[config.mk]
export PLATFORM = sky130hd
export DESIGN_NAME = deque_with_value_delete
export DESIGN_NICKNAME = d
export VERILOG_FILES = /design/src/rtl/dwvd_pkg.sv /design/src/rtl/dwvd_store.sv /design/src/rtl/dwvd_ring.sv /design/src/rtl/dwvd_ctrl.sv /design/src/rtl/deque_with_value_delete.sv
export SDC_FILE = /design/constraint.sdc
export NUM_CORES = 1
export LEC_CHECK = 0
export ABC_AREA = 0
export BUFFER_PORTS_ARGS = -buffer_cell sky130_fd_sc_hd__buf_2
export CORE_MARGIN = 2
export CORE_UTILIZATION = 35
export CTS_BUF_LIST = sky130_fd_sc_hd__clkbuf_4
export DETAILED_ROUTE_END_ITERATION = 10
export GPL_TIMING_DRIVEN = 0
export PLACE_DENSITY = 0.56
export RECOVER_POWER = 50
export SLEW_MARGIN = 20
export SYNTH_ARGS = -nofsm -noshare
export SYNTH_HDL_FRONTEND = slang
export SYNTH_HIERARCHICAL = 1
export SYNTH_SLANG_ARGS = --single-unit
[constraint.sdc]
create_clock -name aclk -period 6.51 [get_ports aclk]
set_clock_uncertainty 0.05 [all_clocks]
set_input_delay 0.651 -clock aclk [delete_from_list [all_inputs] [get_ports aclk]]
set_output_delay 0.651 -clock aclk [all_outputs]
set_load 0.02 [all_outputs]
[src/rtl/dwvd_pkg.sv]
// ----------------------------------------------------------------------------
// dwvd_pkg
// Shared types and codes of the bounded double-ended list with value delete.
// ----------------------------------------------------------------------------
package dwvd_pkg;

    // Default ring size
    localparam int CAPACITY_DEF = 32;

    // Fixed field widths
    localparam int MODE_W  = 4;
    localparam int VALUE_W = 32;
    localparam int COUNT_W = 6;
    localparam int KIND_W  = 3;

    // Command codes
    localparam logic [MODE_W-1:0] MODE_ADD_FRONT = 4'd0;
    localparam logic [MODE_W-1:0] MODE_ADD_BACK  = 4'd1;
    localparam logic [MODE_W-1:0] MODE_DEL_FRONT = 4'd2;
    localparam logic [MODE_W-1:0] MODE_DEL_BACK  = 4'd3;
    localparam logic [MODE_W-1:0] MODE_CLEAR     = 4'd4;
    localparam logic [MODE_W-1:0] MODE_DEL_VALUE = 4'd5;
    localparam logic [MODE_W-1:0] MODE_EMIT_ALL  = 4'd6;
    localparam logic [MODE_W-1:0] MODE_EMIT_FIRST = 4'd7;
    localparam logic [MODE_W-1:0] MODE_EMIT_LAST = 4'd8;

    // Result kinds
    localparam logic [KIND_W-1:0] KIND_ENTRY = 3'd0;
    localparam logic [KIND_W-1:0] KIND_NONE  = 3'd1;
    localparam logic [KIND_W-1:0] KIND_DONE  = 3'd2;
    localparam logic [KIND_W-1:0] KIND_FULL  = 3'd3;
    localparam logic [KIND_W-1:0] KIND_EMPTY = 3'd4;

    // Sequencer states
    typedef enum logic [1:0] {
        ST_IDLE,
        ST_SCAN,
        ST_EMIT,
        ST_STATUS
    } state_t;

    // One result item
    typedef struct packed {
        logic [KIND_W-1:0]         kind;
        logic signed [VALUE_W-1:0] value;
        logic                      last;
    } res_t;

    // Store port strobes
    typedef struct packed {
        logic wr_en;
        logic rd_en;
    } mem_cmd_t;

endpackage

[src/rtl/dwvd_store.sv]
// ----------------------------------------------------------------------------
// dwvd_store
// Entry ring storage: one write port, one read port with registered data.
// ----------------------------------------------------------------------------
module dwvd_store #(
    parameter int CAPACITY = dwvd_pkg::CAPACITY_DEF
) (
    input  logic                                 aclk,
    input  dwvd_pkg::mem_cmd_t                   cmd,
    input  logic [$clog2(CAPACITY)-1:0]          wr_addr,
    input  logic signed [dwvd_pkg::VALUE_W-1:0]  wr_data,
    input  logic [$clog2(CAPACITY)-1:0]          rd_addr,
    output logic signed [dwvd_pkg::VALUE_W-1:0]  rd_data
);

    logic signed [dwvd_pkg::VALUE_W-1:0] mem [CAPACITY];

    // Write port
    always_ff @(posedge aclk) begin
        if (cmd.wr_en) begin
            mem[wr_addr] <= wr_data;
        end
    end

    // Read port, data held until the next read
    always_ff @(posedge aclk) begin
        if (cmd.rd_en) begin
            rd_data <= mem[rd_addr];
        end
    end

endmodule

[src/rtl/dwvd_ring.sv]
// ----------------------------------------------------------------------------
// dwvd_ring
// Shared ring address adder: slot plus offset, wrapped once at the capacity.
// ----------------------------------------------------------------------------
module dwvd_ring #(
    parameter int CAPACITY = dwvd_pkg::CAPACITY_DEF
) (
    input  logic [$clog2(CAPACITY)-1:0]   base,
    input  logic [$clog2(CAPACITY+1)-1:0] offs,
    output logic [$clog2(CAPACITY)-1:0]   sum
);

    localparam int AW = $clog2(CAPACITY);
    localparam int CW = $clog2(CAPACITY + 1);
    localparam int SW = CW + 1;

    logic [SW-1:0] wide;

    // base < capacity and offs <= capacity, so one subtract is enough
    always_comb begin
        wide = SW'(base) + SW'(offs);
        if (wide >= SW'(CAPACITY)) begin
            sum = AW'(wide - SW'(CAPACITY));
        end else begin
            sum = AW'(wide);
        end
    end

endmodule

[src/rtl/dwvd_ctrl.sv]
// ----------------------------------------------------------------------------
// dwvd_ctrl
// Command sequencer: list pointers, value-delete compaction walk and entry
// emission, all driving the single store port pair and the ring adder.
// ----------------------------------------------------------------------------
module dwvd_ctrl #(
    parameter int CAPACITY = dwvd_pkg::CAPACITY_DEF
) (
    input  logic                                 aclk,
    input  logic                                 aresetn,
    input  logic                                 s_valid,
    output logic                                 s_ready,
    input  logic [dwvd_pkg::MODE_W-1:0]          s_mode,
    input  logic signed [dwvd_pkg::VALUE_W-1:0]  s_value,
    input  logic [dwvd_pkg::COUNT_W-1:0]         s_count,
    output logic                                 res_valid,
    output dwvd_pkg::res_t                       res,
    input  logic                                 res_ready,
    output dwvd_pkg::mem_cmd_t                   cmd,
    output logic [$clog2(CAPACITY)-1:0]          wr_addr,
    output logic signed [dwvd_pkg::VALUE_W-1:0]  wr_data,
    output logic [$clog2(CAPACITY)-1:0]          rd_addr,
    input  logic signed [dwvd_pkg::VALUE_W-1:0]  rd_data
);

    localparam int AW = $clog2(CAPACITY);
    localparam int CW = $clog2(CAPACITY + 1);
    localparam int NW = (CW > dwvd_pkg::COUNT_W) ? CW : dwvd_pkg::COUNT_W;
    localparam int SW = CW + 1;

    dwvd_pkg::state_t state_reg, state_next;

    logic [AW-1:0] head_reg, head_next;
    logic [CW-1:0] count_reg, count_next;
    logic [AW-1:0] rd_slot_reg, rd_slot_next;
    logic [AW-1:0] wr_slot_reg, wr_slot_next;
    logic [CW-1:0] left_reg, left_next;
    logic [CW-1:0] wr_cnt_reg, wr_cnt_next;
    logic          pend_reg, pend_next;
    logic signed [dwvd_pkg::VALUE_W-1:0] val_reg, val_next;
    logic [dwvd_pkg::KIND_W-1:0]         kind_reg, kind_next;

    logic          is_full;
    logic          is_empty;
    logic [CW-1:0] first_n;
    logic [CW-1:0] emit_n;
    logic [AW-1:0] wr_inc;
    logic [AW-1:0] ring_base;
    logic [CW-1:0] ring_offs;
    logic [AW-1:0] ring_sum;
    logic          issue;
    logic          fire;
    logic [SW-1:0] scan_sum;

    // List status and saturated count
    always_comb begin
        is_full  = (count_reg == CW'(CAPACITY));
        is_empty = (count_reg == '0);
        if (NW'(s_count) < NW'(count_reg)) begin
            first_n = CW'(s_count);
        end else begin
            first_n = count_reg;
        end
        emit_n = (s_mode == dwvd_pkg::MODE_EMIT_ALL) ? count_reg : first_n;
        wr_inc = (wr_slot_reg == AW'(CAPACITY - 1)) ? '0 : wr_slot_reg + AW'(1);
    end

    // Ring adder operand select
    always_comb begin
        ring_base = head_reg;
        ring_offs = '0;
        if (state_reg == dwvd_pkg::ST_IDLE) begin
            case (s_mode)
                dwvd_pkg::MODE_ADD_FRONT: ring_offs = CW'(CAPACITY - 1);
                dwvd_pkg::MODE_ADD_BACK:  ring_offs = count_reg;
                dwvd_pkg::MODE_DEL_FRONT: ring_offs = CW'(1);
                dwvd_pkg::MODE_EMIT_LAST: ring_offs = count_reg - first_n;
                default:                  ring_offs = '0;
            endcase
        end else begin
            ring_base = rd_slot_reg;
            ring_offs = CW'(1);
        end
    end

    dwvd_ring #(
        .CAPACITY (CAPACITY)
    ) u_ring (
        .base (ring_base),
        .offs (ring_offs),
        .sum  (ring_sum)
    );

    assign s_ready = (state_reg == dwvd_pkg::ST_IDLE);
    assign fire    = pend_reg && res_ready;
    assign issue   = (left_reg != '0) && (!pend_reg || res_ready);

    // Sequencer next state and outputs
    always_comb begin
        state_next   = state_reg;
        head_next    = head_reg;
        count_next   = count_reg;
        rd_slot_next = rd_slot_reg;
        wr_slot_next = wr_slot_reg;
        left_next    = left_reg;
        wr_cnt_next  = wr_cnt_reg;
        pend_next    = pend_reg;
        val_next     = val_reg;
        kind_next    = kind_reg;
        cmd          = '0;
        wr_addr      = ring_sum;
        wr_data      = s_value;
        rd_addr      = rd_slot_reg;
        res_valid    = 1'b0;
        res.kind     = kind_reg;
        res.value    = '0;
        res.last     = 1'b1;

        case (state_reg)
            dwvd_pkg::ST_IDLE: begin
                if (s_valid) begin
                    kind_next  = dwvd_pkg::KIND_DONE;
                    state_next = dwvd_pkg::ST_STATUS;
                    case (s_mode)
                        dwvd_pkg::MODE_ADD_FRONT: begin
                            if (is_full) begin
                                kind_next = dwvd_pkg::KIND_FULL;
                            end else begin
                                cmd.wr_en  = 1'b1;
                                head_next  = ring_sum;
                                count_next = count_reg + CW'(1);
                            end
                        end
                        dwvd_pkg::MODE_ADD_BACK: begin
                            if (is_full) begin
                                kind_next = dwvd_pkg::KIND_FULL;
                            end else begin
                                cmd.wr_en  = 1'b1;
                                count_next = count_reg + CW'(1);
                            end
                        end
                        dwvd_pkg::MODE_DEL_FRONT: begin
                            if (is_empty) begin
                                kind_next = dwvd_pkg::KIND_EMPTY;
                            end else begin
                                head_next  = ring_sum;
                                count_next = count_reg - CW'(1);
                            end
                        end
                        dwvd_pkg::MODE_DEL_BACK: begin
                            if (is_empty) begin
                                kind_next = dwvd_pkg::KIND_EMPTY;
                            end else begin
                                count_next = count_reg - CW'(1);
                            end
                        end
                        dwvd_pkg::MODE_CLEAR: begin
                            head_next  = '0;
                            count_next = '0;
                        end
                        dwvd_pkg::MODE_DEL_VALUE: begin
                            rd_slot_next = head_reg;
                            wr_slot_next = head_reg;
                            left_next    = count_reg;
                            wr_cnt_next  = '0;
                            pend_next    = 1'b0;
                            val_next     = s_value;
                            state_next   = dwvd_pkg::ST_SCAN;
                        end
                        dwvd_pkg::MODE_EMIT_ALL,
                        dwvd_pkg::MODE_EMIT_FIRST,
                        dwvd_pkg::MODE_EMIT_LAST: begin
                            if (emit_n == '0) begin
                                kind_next = dwvd_pkg::KIND_NONE;
                            end else begin
                                rd_slot_next = ring_sum;
                                left_next    = emit_n;
                                pend_next    = 1'b0;
                                state_next   = dwvd_pkg::ST_EMIT;
                            end
                        end
                        default: ;
                    endcase
                end
            end

            // Compaction walk: read one slot, write survivors one behind
            dwvd_pkg::ST_SCAN: begin
                wr_addr = wr_slot_reg;
                wr_data = rd_data;
                if (pend_reg && (rd_data != val_reg)) begin
                    cmd.wr_en    = 1'b1;
                    wr_slot_next = wr_inc;
                    wr_cnt_next  = wr_cnt_reg + CW'(1);
                end
                if (left_reg != '0) begin
                    cmd.rd_en    = 1'b1;
                    rd_slot_next = ring_sum;
                    left_next    = left_reg - CW'(1);
                    pend_next    = 1'b1;
                end else begin
                    pend_next = 1'b0;
                    if (!pend_reg) begin
                        count_next = wr_cnt_reg;
                        state_next = dwvd_pkg::ST_STATUS;
                    end
                end
            end

            // Emission: read data register feeds the result while it waits
            dwvd_pkg::ST_EMIT: begin
                res_valid = pend_reg;
                res.kind  = dwvd_pkg::KIND_ENTRY;
                res.value = rd_data;
                res.last  = (left_reg == '0);
                if (issue) begin
                    cmd.rd_en    = 1'b1;
                    rd_slot_next = ring_sum;
                    left_next    = left_reg - CW'(1);
                    pend_next    = 1'b1;
                end else if (fire) begin
                    pend_next  = 1'b0;
                    state_next = dwvd_pkg::ST_IDLE;
                end
            end

            dwvd_pkg::ST_STATUS: begin
                res_valid = 1'b1;
                if (res_ready) begin
                    state_next = dwvd_pkg::ST_IDLE;
                end
            end

            default: state_next = dwvd_pkg::ST_IDLE;
        endcase
    end

    // Control registers
    always_ff @(posedge aclk) begin
        if (!aresetn) begin
            state_reg <= dwvd_pkg::ST_IDLE;
            head_reg  <= '0;
            count_reg <= '0;
            left_reg  <= '0;
            wr_cnt_reg <= '0;
            pend_reg  <= 1'b0;
        end else begin
            state_reg <= state_next;
            head_reg  <= head_next;
            count_reg <= count_next;
            left_reg  <= left_next;
            wr_cnt_reg <= wr_cnt_next;
            pend_reg  <= pend_next;
        end
    end

    // Payload registers
    always_ff @(posedge aclk) begin
        rd_slot_reg <= rd_slot_next;
        wr_slot_reg <= wr_slot_next;
        val_reg     <= val_next;
        kind_reg    <= kind_next;
    end

    assign scan_sum = SW'(wr_cnt_reg) + SW'(left_reg) + SW'(pend_reg);

    // Checks
    a_count_bound: assert property (@(posedge aclk) disable iff (!aresetn)
        count_reg <= CW'(CAPACITY))
        else $error("entry count above capacity");

    a_scan_budget: assert property (@(posedge aclk) disable iff (!aresetn)
        (state_reg == dwvd_pkg::ST_SCAN) |-> (scan_sum <= SW'(count_reg)))
        else $error("compaction wrote more entries than it read");

    a_port_clash: assert property (@(posedge aclk) disable iff (!aresetn)
        (cmd.wr_en && cmd.rd_en) |-> (wr_addr != rd_addr))
        else $error("read and write hit the same slot");

    a_idle_quiet: assert property (@(posedge aclk) disable iff (!aresetn)
        (state_reg == dwvd_pkg::ST_IDLE) |-> !res_valid)
        else $error("result offered while idle");

    a_emit_hold: assert property (@(posedge aclk) disable iff (!aresetn)
        (state_reg == dwvd_pkg::ST_EMIT) |=> ($stable(count_reg) && $stable(head_reg)))
        else $error("list changed during emission");

endmodule

[src/rtl/deque_with_value_delete.sv]
// ----------------------------------------------------------------------------
// deque_with_value_delete
// Bounded double-ended list of signed 32-bit values with delete-by-value.
// ----------------------------------------------------------------------------
// The block takes one command item at a time and is not ready again until
// every result of that item has entered the output register. Adds, removes,
// clear and unknown codes pass through the status state, which puts their
// status result in the output register once it has room. Emit commands read
// the first entry into the store's read data register, then pass one entry
// per cycle to the output register while the output is taken. Delete-by-value
// walks the list slot by slot, writing survivors back, then gives its status
// result like the adds. Emits and the delete walk are paced by the single
// read port of the entry store, which the walk visits one slot per cycle.
// The store needs no clearing after reset: the block is ready as soon as
// reset is released.
module deque_with_value_delete #(
    parameter int CAPACITY = dwvd_pkg::CAPACITY_DEF
) (
    input  logic                                 aclk,
    input  logic                                 aresetn,
    input  logic                                 s_valid,
    output logic                                 s_ready,
    input  logic [dwvd_pkg::MODE_W-1:0]          s_mode,
    input  logic signed [dwvd_pkg::VALUE_W-1:0]  s_value,
    input  logic [dwvd_pkg::COUNT_W-1:0]         s_count,
    output logic                                 m_valid,
    input  logic                                 m_ready,
    output logic [dwvd_pkg::KIND_W-1:0]          m_kind,
    output logic signed [dwvd_pkg::VALUE_W-1:0]  m_entry_value,
    output logic                                 m_last
);

    localparam int AW = $clog2(CAPACITY);

    dwvd_pkg::mem_cmd_t                  cmd;
    logic [AW-1:0]                       wr_addr;
    logic signed [dwvd_pkg::VALUE_W-1:0] wr_data;
    logic [AW-1:0]                       rd_addr;
    logic signed [dwvd_pkg::VALUE_W-1:0] rd_data;
    logic                                res_valid;
    logic                                res_ready;
    dwvd_pkg::res_t                      res;

    logic                                m_valid_reg, m_valid_next;
    dwvd_pkg::res_t                      m_res_reg;

    dwvd_ctrl #(
        .CAPACITY (CAPACITY)
    ) u_ctrl (
        .aclk      (aclk),
        .aresetn   (aresetn),
        .s_valid   (s_valid),
        .s_ready   (s_ready),
        .s_mode    (s_mode),
        .s_value   (s_value),
        .s_count   (s_count),
        .res_valid (res_valid),
        .res       (res),
        .res_ready (res_ready),
        .cmd       (cmd),
        .wr_addr   (wr_addr),
        .wr_data   (wr_data),
        .rd_addr   (rd_addr),
        .rd_data   (rd_data)
    );

    dwvd_store #(
        .CAPACITY (CAPACITY)
    ) u_store (
        .aclk    (aclk),
        .cmd     (cmd),
        .wr_addr (wr_addr),
        .wr_data (wr_data),
        .rd_addr (rd_addr),
        .rd_data (rd_data)
    );

    // Output register: loads when empty or being drained
    assign res_ready = !m_valid_reg || m_ready;

    always_comb begin
        m_valid_next = m_valid_reg;
        if (res_ready) begin
            m_valid_next = res_valid;
        end
    end

    always_ff @(posedge aclk) begin
        if (!aresetn) begin
            m_valid_reg <= 1'b0;
        end else begin
            m_valid_reg <= m_valid_next;
        end
    end

    always_ff @(posedge aclk) begin
        if (res_ready && res_valid) begin
            m_res_reg <= res;
        end
    end

    assign m_valid       = m_valid_reg;
    assign m_kind        = m_res_reg.kind;
    assign m_entry_value = m_res_reg.value;
    assign m_last        = m_res_reg.last;

endmodule

==> impl_metrics.prom <==
# TYPE chip_impl_metric gauge
chip_impl_metric{name="routability_congestion_estimate_from_global_placement",unit=""} 0.7980
chip_impl_info{name="worst_hold_path_type",value="input port to flip-flop"} 1
chip_impl_metric{name="first_global_vias",unit=""} 27222
chip_impl_metric{name="grt_pass1_wl",unit="um"} 181400
chip_impl_metric{name="cp_arrival",unit="ns"} 6.96
chip_impl_metric{name="syn_nets",unit=""} 2896
chip_impl_metric{name="cts.path.max_buffers",unit=""} 4
chip_impl_metric{name="critical_path_peak_fanout",unit=""} 19
chip_impl_metric{name="numPortBuffers",unit=""} 83
chip_impl_metric{name="final_min_period_over_clock_period",unit="%"} 95.23
chip_impl_metric{name="finalMaxSlewViolations",unit=""} 70
chip_impl_info{name="most-common-layout-cells",value="sky130_fd_sc_hd__edfxtp_1 (1137), sky130_fd_sc_hd__mux2i_1 (522), sky130_fd_sc_hd__clkbuf_4 (461)"} 1
chip_impl_info{name="setup.worst_path.start_class",value="flip-flop"} 1
chip_impl_metric{name="placement_rows",unit=""} 134
chip_impl_metric{name="worst_hold_path.num_cells",unit=""} 3
chip_impl_metric{name="r2r_cells",unit=""} 19
chip_impl_metric{name="power",unit="mW"} 22.93
chip_impl_metric{name="gr-usage-met2",unit="%"} 29.41
chip_impl_metric{name="setup-tns-final",unit="ns"} 0
chip_impl_info{name="clock_tree.root_cell",value="sky130_fd_sc_hd__clkbuf_4"} 1
chip_impl_metric{name="synthToLayoutAreaGrowth",unit="%"} 18.31
chip_impl_info{name="status",value="finished with violations"} 1
chip_impl_info{name="mostFrequentLayoutCell",value="sky130_fd_sc_hd__edfxtp_1"} 1
chip_impl_info{name="violated_checks",value="max-capacitance violations, max-slew violations"} 1
chip_impl_metric{name="met1_usage",unit="%"} 24.51
chip_impl_metric{name="initial_core_utilization",unit="%"} 35.26
chip_impl_metric{name="die-height",unit="um"} 370.9
chip_impl_metric{name="irDropWorstVdd",unit="V"} 0.0001808
chip_impl_metric{name="hold-worst-slack",unit="ns"} 0.1515
chip_impl_metric{name="cap_violations",unit=""} 2
chip_impl_info{name="rsz_0062_raised_after_global_routing",value="false"} 1
chip_impl_metric{name="dieWidth",unit="um"} 370.9
chip_impl_metric{name="synth_area_per_cell",unit="um2"} 16.71
chip_impl_metric{name="syn_area",unit="um2"} 47120
chip_impl_metric{name="antenna_left",unit=""} 0
chip_impl_metric{name="core_area",unit="um2"} 133600
chip_impl_metric{name="final_period_minus_worst_setup_slack",unit="ns"} 6.199
chip_impl_metric{name="grt_antenna_before_repair",unit=""} 7
chip_impl_metric{name="via_count",unit=""} 27465
chip_impl_info{name="peak_usage_layer_in_the_global_routing_report",value="met2"} 1
chip_impl_metric{name="drc_errors",unit=""} 0
chip_impl_metric{name="dp.final_hpwl",unit="um"} 85350
chip_impl_info{name="hold_path.startpoint",value="s_mode[3]"} 1
chip_impl_metric{name="worst-endpoint-required",unit="ns"} 7.27
chip_impl_metric{name="reg2reg_setup_slack",unit="ns"} 0.31
chip_impl_metric{name="timing.slew.headroom",unit="%"} -46.72
chip_impl_metric{name="cellPowerDensity",unit="nW/um2"} 411.2
chip_impl_metric{name="die_area",unit="um2"} 137600
chip_impl_metric{name="gr-total-overflow",unit=""} 0
chip_impl_metric{name="largest_reg_flops",unit=""} 1024
chip_impl_metric{name="p_leak",unit="nW"} 19.48
chip_impl_metric{name="drt-vias-per-instance",unit=""} 5.121
chip_impl_metric{name="dr.pass1.iters",unit=""} 7
chip_impl_info{name="regToRegEndpoint",value="u_store/mem[15][13]"} 1
chip_impl_metric{name="synthCells",unit=""} 2820
chip_impl_metric{name="grt_util_all_layers",unit="%"} 18.19
chip_impl_metric{name="timing.final.setup_violations",unit=""} 0
chip_impl_info{name="worstSetupEndpoint",value="u_store/mem[15][13]"} 1
chip_impl_metric{name="synth_warn",unit=""} 6
chip_impl_info{name="timing.setup.critical_path_class",value="flip-flop to flip-flop"} 1
chip_impl_metric{name="design.portCount",unit=""} 84
chip_impl_metric{name="grt_start_max_net_pins",unit=""} 37
chip_impl_metric{name="worstMarginPinSlew",unit="ns"} 2.201
chip_impl_info{name="worst_r2r_startpoint",value="u_ctrl/count_reg[5]"} 1
chip_impl_metric{name="final_layout_size_suffix_gt1_share",unit="%"} 20.85
chip_impl_metric{name="clock_latency",unit="ns"} 1.16
chip_impl_metric{name="tritoncts_num_sinks",unit=""} 1164
chip_impl_metric{name="h-tree-depth",unit=""} 5
chip_impl_metric{name="grt_use_met3",unit="%"} 3.799
chip_impl_info{name="critical_path.startpoint",value="u_ctrl/count_reg[5]"} 1
chip_impl_metric{name="cts_inserted_buffers",unit=""} 325
chip_impl_info{name="max_flop_register",value="u_store/mem"} 1
chip_impl_metric{name="number_of_hold_violations_in_the_final_report",unit=""} 0
chip_impl_metric{name="clkSlewWorstSetupHoldPaths",unit="ns"} 0.07
chip_impl_metric{name="drtIter0Drc",unit=""} 2574
chip_impl_metric{name="route.detailed.wl_per_inst",unit="um"} 23.66
chip_impl_info{name="tritoncts",value="done"} 1
chip_impl_metric{name="final_nets",unit=""} 3452
chip_impl_metric{name="fmax",unit="GHz"} 0.1613
chip_impl_info{name="end_kind",value="flip-flop"} 1
chip_impl_metric{name="finalWirelength",unit="um"} 126900
==> metal layers <==
metal / part of all wire, % / routed length (um)
met1: 44 / 55250
met2: 48 / 60630
met3: 6.9 / 8807
met4: 1.7 / 2199
met5: 0.012 / 15
==> worst min path at each step <==
stage | endpoint | slack, ns
final | u_ctrl/kind_reg[0] | 0.15
after CTS | u_ctrl/kind_reg[0] | 0.04
after detailed placement | u_ctrl/wr_cnt_reg[5] | 0.43
after global placement | u_ctrl/wr_cnt_reg[5] | 0.41
after global routing | u_ctrl/head_reg[3] | 0.10
after floorplan | u_ctrl/wr_cnt_reg[5] | 0.40
==> report_power, final <==
| part | switching (mW) | total, mW | internal [mW] |
|---|---|---|---|
| sequential | 0.158 | 9.24 | 9.08 |
| clock | 2.89 | 6.19 | 3.30 |
| combinational | 5.09 | 7.50 | 2.41 |
| total | 8.14 | 22.9 | 14.8 |
==> through the flow <==
step	std cells	cell area [um2]	utilization [%]	setup WS [ns]
final	5363	55750	41.72	0.3105
after floorplan	2820	47120	-	0.2846
after global routing	5355	55730	41.70	0.06754
after detailed placement	4718	50990	38.16	-0.1719
after CTS	5316	55530	41.55	0.03965
after global placement	4671	49750	37.23	-2.230
==> timing repair <==
item / in CTS / in global routing
endpoints found under the setup margin: 302 / 157
hold buffers: 42 / 0
pin swaps: 15 / 11
hold endpoints to repair: 48 / 0
resized for setup: 0 / 1
buffers inserted: 23 / 35
==> cell type report <==
type,count,area (um2)
multi-input cells,1477,11700
clock buffers,459,3446
repair buffers,230,2380
fillers,12096,77880
inverters,30,112.6
diodes,12,30.03
flip-flops and latches,1164,34680
clock inverters,75,349.1
plain buffers,148,833.3
well taps,1768,2212
==> critical path, stage by stage, from the launching register on <==
cell	delay [ns]
sky130_fd_sc_hd__dfxtp_1	0.30
sky130_fd_sc_hd__clkbuf_1	0.35
sky130_fd_sc_hd__inv_1	0.17
sky130_fd_sc_hd__ha_1	0.35
sky130_fd_sc_hd__nand4_1	0.17
sky130_fd_sc_hd__o211ai_4	0.39
sky130_fd_sc_hd__mux2_2	0.39
sky130_fd_sc_hd__ha_1	0.21
sky130_fd_sc_hd__fa_1	0.41
sky130_fd_sc_hd__xnor2_1	0.20
sky130_fd_sc_hd__nand2_1	0.09
sky130_fd_sc_hd__a21oi_1	0.29
sky130_fd_sc_hd__ha_1	0.33
sky130_fd_sc_hd__a21o_1	0.19
sky130_fd_sc_hd__a21oi_2	0.14
sky130_fd_sc_hd__xnor2_1	0.15
sky130_fd_sc_hd__mux2_2	0.41
sky130_fd_sc_hd__nand3b_1	0.43
sky130_fd_sc_hd__nor2_4	0.55
sky130_fd_sc_hd__buf_12	0.26
(Power assumes the default switching activity.)
